### src/sv/dihd_pkg.sv
package dihd_pkg;

  // Fixed geometry and sample format
  localparam int SampleBits  = 16;
  localparam int MaxWidth    = 1024;
  localparam int HeightLimit = 1024;
  localparam int StoreDepth  = MaxWidth / 2;
  localparam int AddrBits    = $clog2(StoreDepth);
  localparam int ColBits     = $clog2(MaxWidth);
  localparam int RowBits     = $clog2(HeightLimit);
  localparam int DimBits     = 11;
  localparam int CfgIdxBits  = 2;
  localparam int CntPairBits = 2;
  localparam int CntTotBits  = 3;
  localparam int PairSumBits = SampleBits + 1;
  localparam int TotSumBits  = SampleBits + 2;

  // Reciprocal of three for the three-sample mean
  localparam int RecipShift  = SampleBits + 4;
  localparam int Recip3Bits  = SampleBits + 3;
  localparam int ProdBits    = TotSumBits + Recip3Bits;
  localparam logic [Recip3Bits-1:0] Recip3 =
    Recip3Bits'(((64'd1 << RecipShift) + 64'd2) / 64'd3);

  // Register indexes
  localparam logic [CfgIdxBits-1:0] REG_WIDTH  = 2'd0;
  localparam logic [CfgIdxBits-1:0] REG_HEIGHT = 2'd1;
  localparam logic [CfgIdxBits-1:0] REG_MODE   = 2'd2;

  // Reduction modes
  localparam logic [1:0] MODE_PLAIN  = 2'd0;
  localparam logic [1:0] MODE_VALID  = 2'd1;
  localparam logic [1:0] MODE_CORNER = 2'd2;

  localparam logic [DimBits-1:0] WidthReset  = 11'd640;
  localparam logic [DimBits-1:0] HeightReset = 11'd480;
  localparam logic [1:0]         ModeReset   = MODE_VALID;

  // Line store entry: even-row pair sum, count and top-left sample
  typedef struct packed {
    logic [PairSumBits-1:0] sum;
    logic [CntPairBits-1:0] cnt;
    logic [SampleBits-1:0]  corner;
    logic                   corner_valid;
  } entry_t;

  localparam int EntryBits = $bits(entry_t);

  typedef enum logic [1:0] {
    ST_IDLE,
    ST_READ,
    ST_MUL,
    ST_EMIT
  } state_e;

  typedef struct packed {
    logic accept;
    logic reduce;
    logic mul;
    logic load_out;
  } cmd_t;

  typedef struct packed {
    logic result_item;
    logic out_room;
  } stat_t;

endpackage

### src/sv/dihd_ctrl.sv
module dihd_ctrl (
  input  logic           clk_i,
  input  logic           rst_ni,
  input  logic           in_valid_i,
  output logic           in_ready_o,
  input  dihd_pkg::stat_t stat_i,
  output dihd_pkg::cmd_t  cmd_o
);

  dihd_pkg::state_e state_q, state_d;

  always_ff @(posedge clk_i or negedge rst_ni) begin
    if (!rst_ni) begin
      state_q <= dihd_pkg::ST_IDLE;
    end else begin
      state_q <= state_d;
    end
  end

  // Next state: a result word walks read, multiply and emit
  always_comb begin
    state_d = state_q;
    case (state_q)
      dihd_pkg::ST_IDLE: begin
        if (in_valid_i && stat_i.result_item) begin
          state_d = dihd_pkg::ST_READ;
        end
      end
      dihd_pkg::ST_READ: state_d = dihd_pkg::ST_MUL;
      dihd_pkg::ST_MUL:  state_d = dihd_pkg::ST_EMIT;
      dihd_pkg::ST_EMIT: begin
        if (stat_i.out_room) begin
          state_d = dihd_pkg::ST_IDLE;
        end
      end
      default: state_d = dihd_pkg::ST_IDLE;
    endcase
  end

  // Commands to the datapath
  always_comb begin
    cmd_o      = '0;
    in_ready_o = 1'b0;
    case (state_q)
      dihd_pkg::ST_IDLE: begin
        in_ready_o   = 1'b1;
        cmd_o.accept = in_valid_i;
      end
      dihd_pkg::ST_READ: cmd_o.reduce   = 1'b1;
      dihd_pkg::ST_MUL:  cmd_o.mul      = 1'b1;
      dihd_pkg::ST_EMIT: cmd_o.load_out = stat_i.out_room;
      default: cmd_o = '0;
    endcase
  end

endmodule

### config.mk
export PLATFORM = sky130hd
export DESIGN_NAME = dihd_ctrl
export DESIGN_NICKNAME = d
export VERILOG_FILES = /design/src/sv/dihd_pkg.sv /design/src/sv/dihd_ctrl.sv
export SDC_FILE = /design/constraint.sdc
export NUM_CORES = 1
export LEC_CHECK = 0
export BUFFER_PORTS_ARGS = -buffer_cell sky130_fd_sc_hd__buf_4
export CORE_AREA = 2 2 39 41
export DETAILED_ROUTE_END_ITERATION = 12
export DIE_AREA = 0 0 41 43
export PLACE_DENSITY = 0.44
export SLEW_MARGIN = 15
export SYNTH_ARGS = -nofsm -noshare
export SYNTH_HDL_FRONTEND = slang
export SYNTH_SLANG_ARGS = --single-unit
### constraint.sdc
create_clock -name clk_i -period 1.6 [get_ports clk_i]
set_input_delay 0.4 -clock clk_i [delete_from_list [all_inputs] [get_ports clk_i]]
set_output_delay 0.4 -clock clk_i [all_outputs]
set_load 0.02 [all_outputs]
==> out/results.ini, run 1 <==
[placed_design]
port_buffers=9
dp_slack_ns=0.181
gp_congestion=0.519
dpl.hpwl_um=310

[detailed_routing]
via_count=168
drc=0
vias_per_cell=3.43
routed_wl_um=385
drtPass1Iterations=1
drt_iter0_drc=0
drtAntennaViolNets=0
wl_per_cell_um=7.86

[pwr]
fin_total_pwr_mw=0.709
leakage_nw=0.180
power_density_mw_per_mm2=2030
vdd_drop_max_uv=590

[run_status]
status=finished clean

[yosys]
syn_inst=17
syn_area_per_cell_um2=11.0
ys_seq_area_share_pct=26.7
yosys_warnings=0
yosys.cell_types.count=10
synth-seq-cells=2
synth_nets=27
synth_area_leaders=ha_1, dfrtp_1, mux2_4, nor2b_4, and2_1
post-synth-top-area-cell=ha_1
synth_area_um2=188
netlist.area_leader.share_pct=33.3

[clocking]
cts_tree=built
cts.path.max_buffers=2
clk_pin_slew_ns=0.03
h-tree-depth=1
clk_latency_ns=0.22
numCtsBuffers=3
cts.sinks=2
root_buffer=clkbuf_4

[grt]
grt_overflow=0
grt_max_degree=5
grt_pass1_wl_um=503
antenna_found_initial=0
grtUsageTotal_pct=4.02
grt_pass1_vias=132

[sta]
setup_viol=0
slew_headroom_pct=87.5
skew_ns=0.000247
whs_ns=0.505
finalWorstSetupSlack_ns=0.0513
fin_crit_ns=1.55
finalMaxSlewViolations=0
fin_crit_sh_pct=96.8
fmax_mhz=646
hold_viol=0
worstMarginPinSlew_ns=0.188

[floorplanning]
die_height_um=43
design.die.area_mm2=0.00176
die_w_um=41
start_util_pct=13.6
ioPinCount=10
core-area_mm2=0.00138
row_count=14

[worst_setup_path]
cp-end-kind=primary output
regToRegEndpoint=state_q[1]$_DFFE_PN0P_
startpoint=state_q[1]$_DFFE_PN0P_
cp.buffers_inverters=2
critPathArrivalTime_ns=1.15
cpLargestDelayFamily=flip-flops
crit_required_ns=1.20
r2r_cells=4
reg2reg_setup_slack_ns=0.26
cp_max_fo=4
critical_path.max_stage_delay_ns=0.39
reg2reg_from=state_q[1]$_DFFE_PN0P_
slowest_stage=dfrtp_1
crit_type=reg2out
critPathLaunchType=flop
path_cells=inv_2 > ha_4 > and2_1 > buf_4

[finish]
nFillCells=151
syn2layout_area_growth_pct=86.0
layout-drive-gt1-share_pct=66.7
layout_commonest_cell=buf_4
finish.net_count=45
largest_reg_flops=2
antennaDiodeCount=0
top_register=state_q
reg_top3=state_q x2
final_cell_mix=buf_4, ha_1, clkbuf_4

[worst_hold_path]
hold_class=in2async

[run]
cap_violations=0

## logic make-up after synthesis
logic type                 after synthesis  share of synthesized area (%)
AOI/OAI and AO/OA                        1                           4.67
adders and majority gates                5                           33.3
buffers and inverters                    2                           4.00
DFF                                      2                           26.7
muxes                                    2                           13.3
and+or+nand+nor                          5                           18.0
## worst max-delay path by stage
stage / slack (ns) / end / cells past startpoint
after global routing: -0.007 / cmd_o[3] / 4
after detailed placement: 0.18 / cmd_o[3] / 4
after global placement: 0.20 / cmd_o[3] / 4
final: 0.05 / cmd_o[3] / 4
after CTS: 0.01 / cmd_o[3] / 4
after floorplan: 0.13 / cmd_o[3] / 3
## metal layers
layer  GRT usage (%)  vias up  part of all wire, %
met4            2.00        0                    0
li1                -       88                    -
met3               0        0                   13
met2            5.94        8                   43
met5               0        -                    0
met1            5.79       72                   44
## cell type report
class	instances	area [um2]	share of cell area [%]
multi-input cells	13	145	41.6
clock buffers	3	22.5	6.45
flip-flops and latches	2	50.0	14.3
inverters	2	7.51	2.15
well taps	16	20.0	5.73
repair buffers	13	104	29.7
## Yosys cell counts
cell type,number
nor2b_4,1
nand2_1,1
ha_1,5
and2_1,2
mux2_4,1
dfrtp_1,2
mux2i_1,1
inv_1,2
nor2_1,1
a21oi_2,1
## what timing repair did
item | CTS | global route
hold buffers | 1 | 0
cloned | 0 | 0
resized for setup | 3 | 3
endpoints found under the setup margin | 1 | 1
buffers inserted | 0 | 3
endpoints found under the hold margin | 2 | 0
## where the power goes
group / switching, mW / internal (mW)
clock: 0.0237 / 0.0823
combinational: 0.223 / 0.271
sequential: 0.0287 / 0.0804
total: 0.275 / 0.433
## through the flow
stage / instance area (um2) / utilization (%) / std cells / TNS, ns
after global placement: 275 / 19.9 / 42 / 0
after CTS: 310 / 22.4 / 46 / 0
after floorplan: 188 / - / 17 / 0
after global routing: 349 / 25.2 / 49 / -0.0105
final: 349 / 25.2 / 49 / 0
after detailed placement: 275 / 19.9 / 42 / 0
Power figures use the tool's default switching activity.
==> run 2: changes to the inputs <==
--- a/config.mk
+++ b/config.mk
@@ -5,12 +5,14 @@
 export SDC_FILE = /design/constraint.sdc
 export NUM_CORES = 1
 export LEC_CHECK = 0
+export ABC_AREA = 1
 export BUFFER_PORTS_ARGS = -buffer_cell sky130_fd_sc_hd__buf_4
 export CORE_AREA = 2 2 39 41
 export DETAILED_ROUTE_END_ITERATION = 12
 export DIE_AREA = 0 0 41 43
-export PLACE_DENSITY = 0.44
+export PLACE_DENSITY = 0.45
 export SLEW_MARGIN = 15
 export SYNTH_ARGS = -nofsm -noshare
 export SYNTH_HDL_FRONTEND = slang
 export SYNTH_SLANG_ARGS = --single-unit
+export TNS_END_PERCENT = 10
==> run 2 against run 1 <==
Synthesized cell count rose by 59%. Non-clock buffer count down 2. Setup slack gained 0.0095 ns. Final area decreased by 6.1%. Wire length is 4.9% lower. Via count rose by 14%. Clock skew grew 0.0022 ns. Critical path depth up 1. Sequential cell count stayed put. Final cell count rose by 16%. Clock power increased by 7%. Core utilization decreased by 1.5 points. Largest power group unchanged. Highest routed layer unchanged.
==> out/results.ini, run 2 <==
[yosys]
post-synth-top-area-cell=ha_1
synth_area_leaders=ha_1, dfrtp_1, nand2_1, inv_1, nand2_2
netlist.area_leader.share_pct=31.6
synth_area_um2=198
synth-edff-count=0
synth-seq-cells=2
syn_inst=27
synth.most_common_cell=nand2_1
syn_area_per_cell_um2=7.32
synth_ff_type=dfrtp_1
yosys.cell_types.count=6
ys_seq_area_share_pct=25.3
synthTopCellsByCount=nand2_1, inv_1, ha_1
yosys_warnings=0
synthArstFlopShare_pct=100
synth_nets=37

[finish]
final_util_pct=23.7
seqCellArea_um2=50.0
fin_cells=57
top_register=state_q
largest_reg_flops=2
reg_top3=state_q x2
antennaDiodeCount=0
design_area_um2=328
layout_commonest_cell=buf_4
nFillCells=155
finish.net_count=53
syn2layout_area_growth_pct=65.8
layout-drive-gt1-share_pct=46.3
multi_input_area_um2=124
final_cell_mix=buf_4, nand2_1, inv_1, ha_1

[worst_setup_path]
cp_max_fo=4
cp-end-kind=primary output
critPathArrivalTime_ns=1.14
crit_required_ns=1.20
crit_type=reg2out
critical_path.max_stage_delay_ns=0.40
critPathLaunchType=flop
path_cells=inv_2 > ha_2 > nand2_1 > inv_1 > buf_4
slowest_stage=dfrtp_1

[sta]
whs_ns=0.491
tns_ns=0
fin_crit_ns=1.54
worstMarginPinSlew_ns=0.143
finalMaxSlewViolations=0
setup_viol=0
fin_crit_sh_pct=96.2
slew_headroom_pct=90.5
fmax_mhz=650
skew_ns=0.00248
hold_viol=0
finalWorstSetupSlack_ns=0.0608

[placed_design]
dpl_cell_area_um2=285
dpl.cell_count=52
gp_congestion=0.656
dpl.hpwl_um=291
dp_slack_ns=0.240
port_buffers=9

[grt]
grtUsageMet1_pct=4.84
grt_pass1_wl_um=634
top_usage_layer=met2
grtUsageMet2_pct=8.13
grtUsageTotal_pct=5.93
antenna_found_initial=0
grt_pass1_vias=192
grt_overflow=0
grtUsageMet3_pct=3.14
grt_max_degree=5

[clocking]
cts_tree=built
h-tree-depth=1
clk_pin_slew_ns=0.03
cts.sinks=2
root_buffer=clkbuf_4
numCtsBuffers=3
clk_latency_ns=0.22
cts.path.max_buffers=2

[floorplanning]
ioPinCount=10
die_height_um=43
core-area_mm2=0.00138
row_count=14
design.die.area_mm2=0.00176
start_util_pct=14.3
die_w_um=41

[pwr]
power_density_mw_per_mm2=1920
leakage_nw=0.201
vdd_drop_max_uv=496
fin_total_pwr_mw=0.630

[detailed_routing]
drtPass1Iterations=2
drtAntennaViolNets=0
wl_per_cell_um=6.42
drt_iter0_drc=2
vias_per_cell=3.35
via_count=191
routed_wl_um=366
drc=0

[run_status]
status=finished clean

[worst_hold_path]
hold_class=in2async

[run]
cap_violations=0

[run 2: cell types whose count changed after synthesis, sizes merged, moves of 2 or more]
cell	previous run	this run
and2	2	0
nand3	0	2
inv	2	7
nand2	1	11
[run 2: path summary, 6_finish.rpt]
check                                        from                endpoint  slack, ns  cells after the start
setup / recovery           state_q[0]$_DFFE_PN0P_                cmd_o[3]       0.06                      5
hold / removal                             rst_ni  state_q[1]$_DFFE_PN0P_       0.49                      2
setup reg to reg           state_q[1]$_DFFE_PN0P_  state_q[0]$_DFFE_PN0P_       0.52                      6
hold reg to reg            state_q[1]$_DFFE_PN0P_  state_q[1]$_DFFE_PN0P_       0.54                      2
max in group asynchronous                  rst_ni  state_q[0]$_DFFE_PN0P_       1.02                      2
min in group clk_i         state_q[1]$_DFFE_PN0P_  state_q[1]$_DFFE_PN0P_       0.54                      2
[run 2: what timing repair did]
item | CTS | global route
setup buffers | 0 | 1
resized for setup | 1 | 2
hold endpoints to repair | 2 | 0
gates cloned | 0 | 0
hold buffers | 1 | 0
setup endpoints to repair | 1 | 1
[run 2: cell type report]
class,count,area share [%]
Tap cell,16,6.11
Multi-Input combinational cell,18,37.8
Sequential cell,2,15.3
Inverter,7,8.02
Timing Repair Buffer,11,26.0
Clock buffer,3,6.87
[run 2: worst max-delay path, delay by kind of cell, from the launching register on]
| family | cells | cell delay (ns) |
|---|---|---|
| adder cells (fa/ha/maj) | 1 | 0.20 |
| AND/OR/NAND/NOR | 1 | 0.06 |
| flip-flops | 1 | 0.40 |
| buffers and inverters | 3 | 0.26 |
[run 2: cells by family (layout without fill, tap and decap cells)]
family / Yosys count / after routing / share of synthesized area [%]
adders and majority gates: 5 / 5 / 31.6
and+or+nand+nor: 13 / 13 / 29.7
DFF: 2 / 2 / 25.3
buffers and inverters: 7 / 21 / 13.3
[run 2: power by group]
| group | leakage [nW] | switching (mW) | internal [mW] |
|---|---|---|---|
| Clock | 0.0138 | 0.0303 | 0.0829 |
| Sequential | 0.0241 | 0.0294 | 0.0796 |
| Combinational | 0.163 | 0.224 | 0.184 |
[run 2: layer usage]
layer / up-vias / share of wire (%)
met5: - / 0
met4: 0 / 0
met3: 0 / 8.7
met2: 6 / 49
met1: 79 / 42
li1: 106 / -
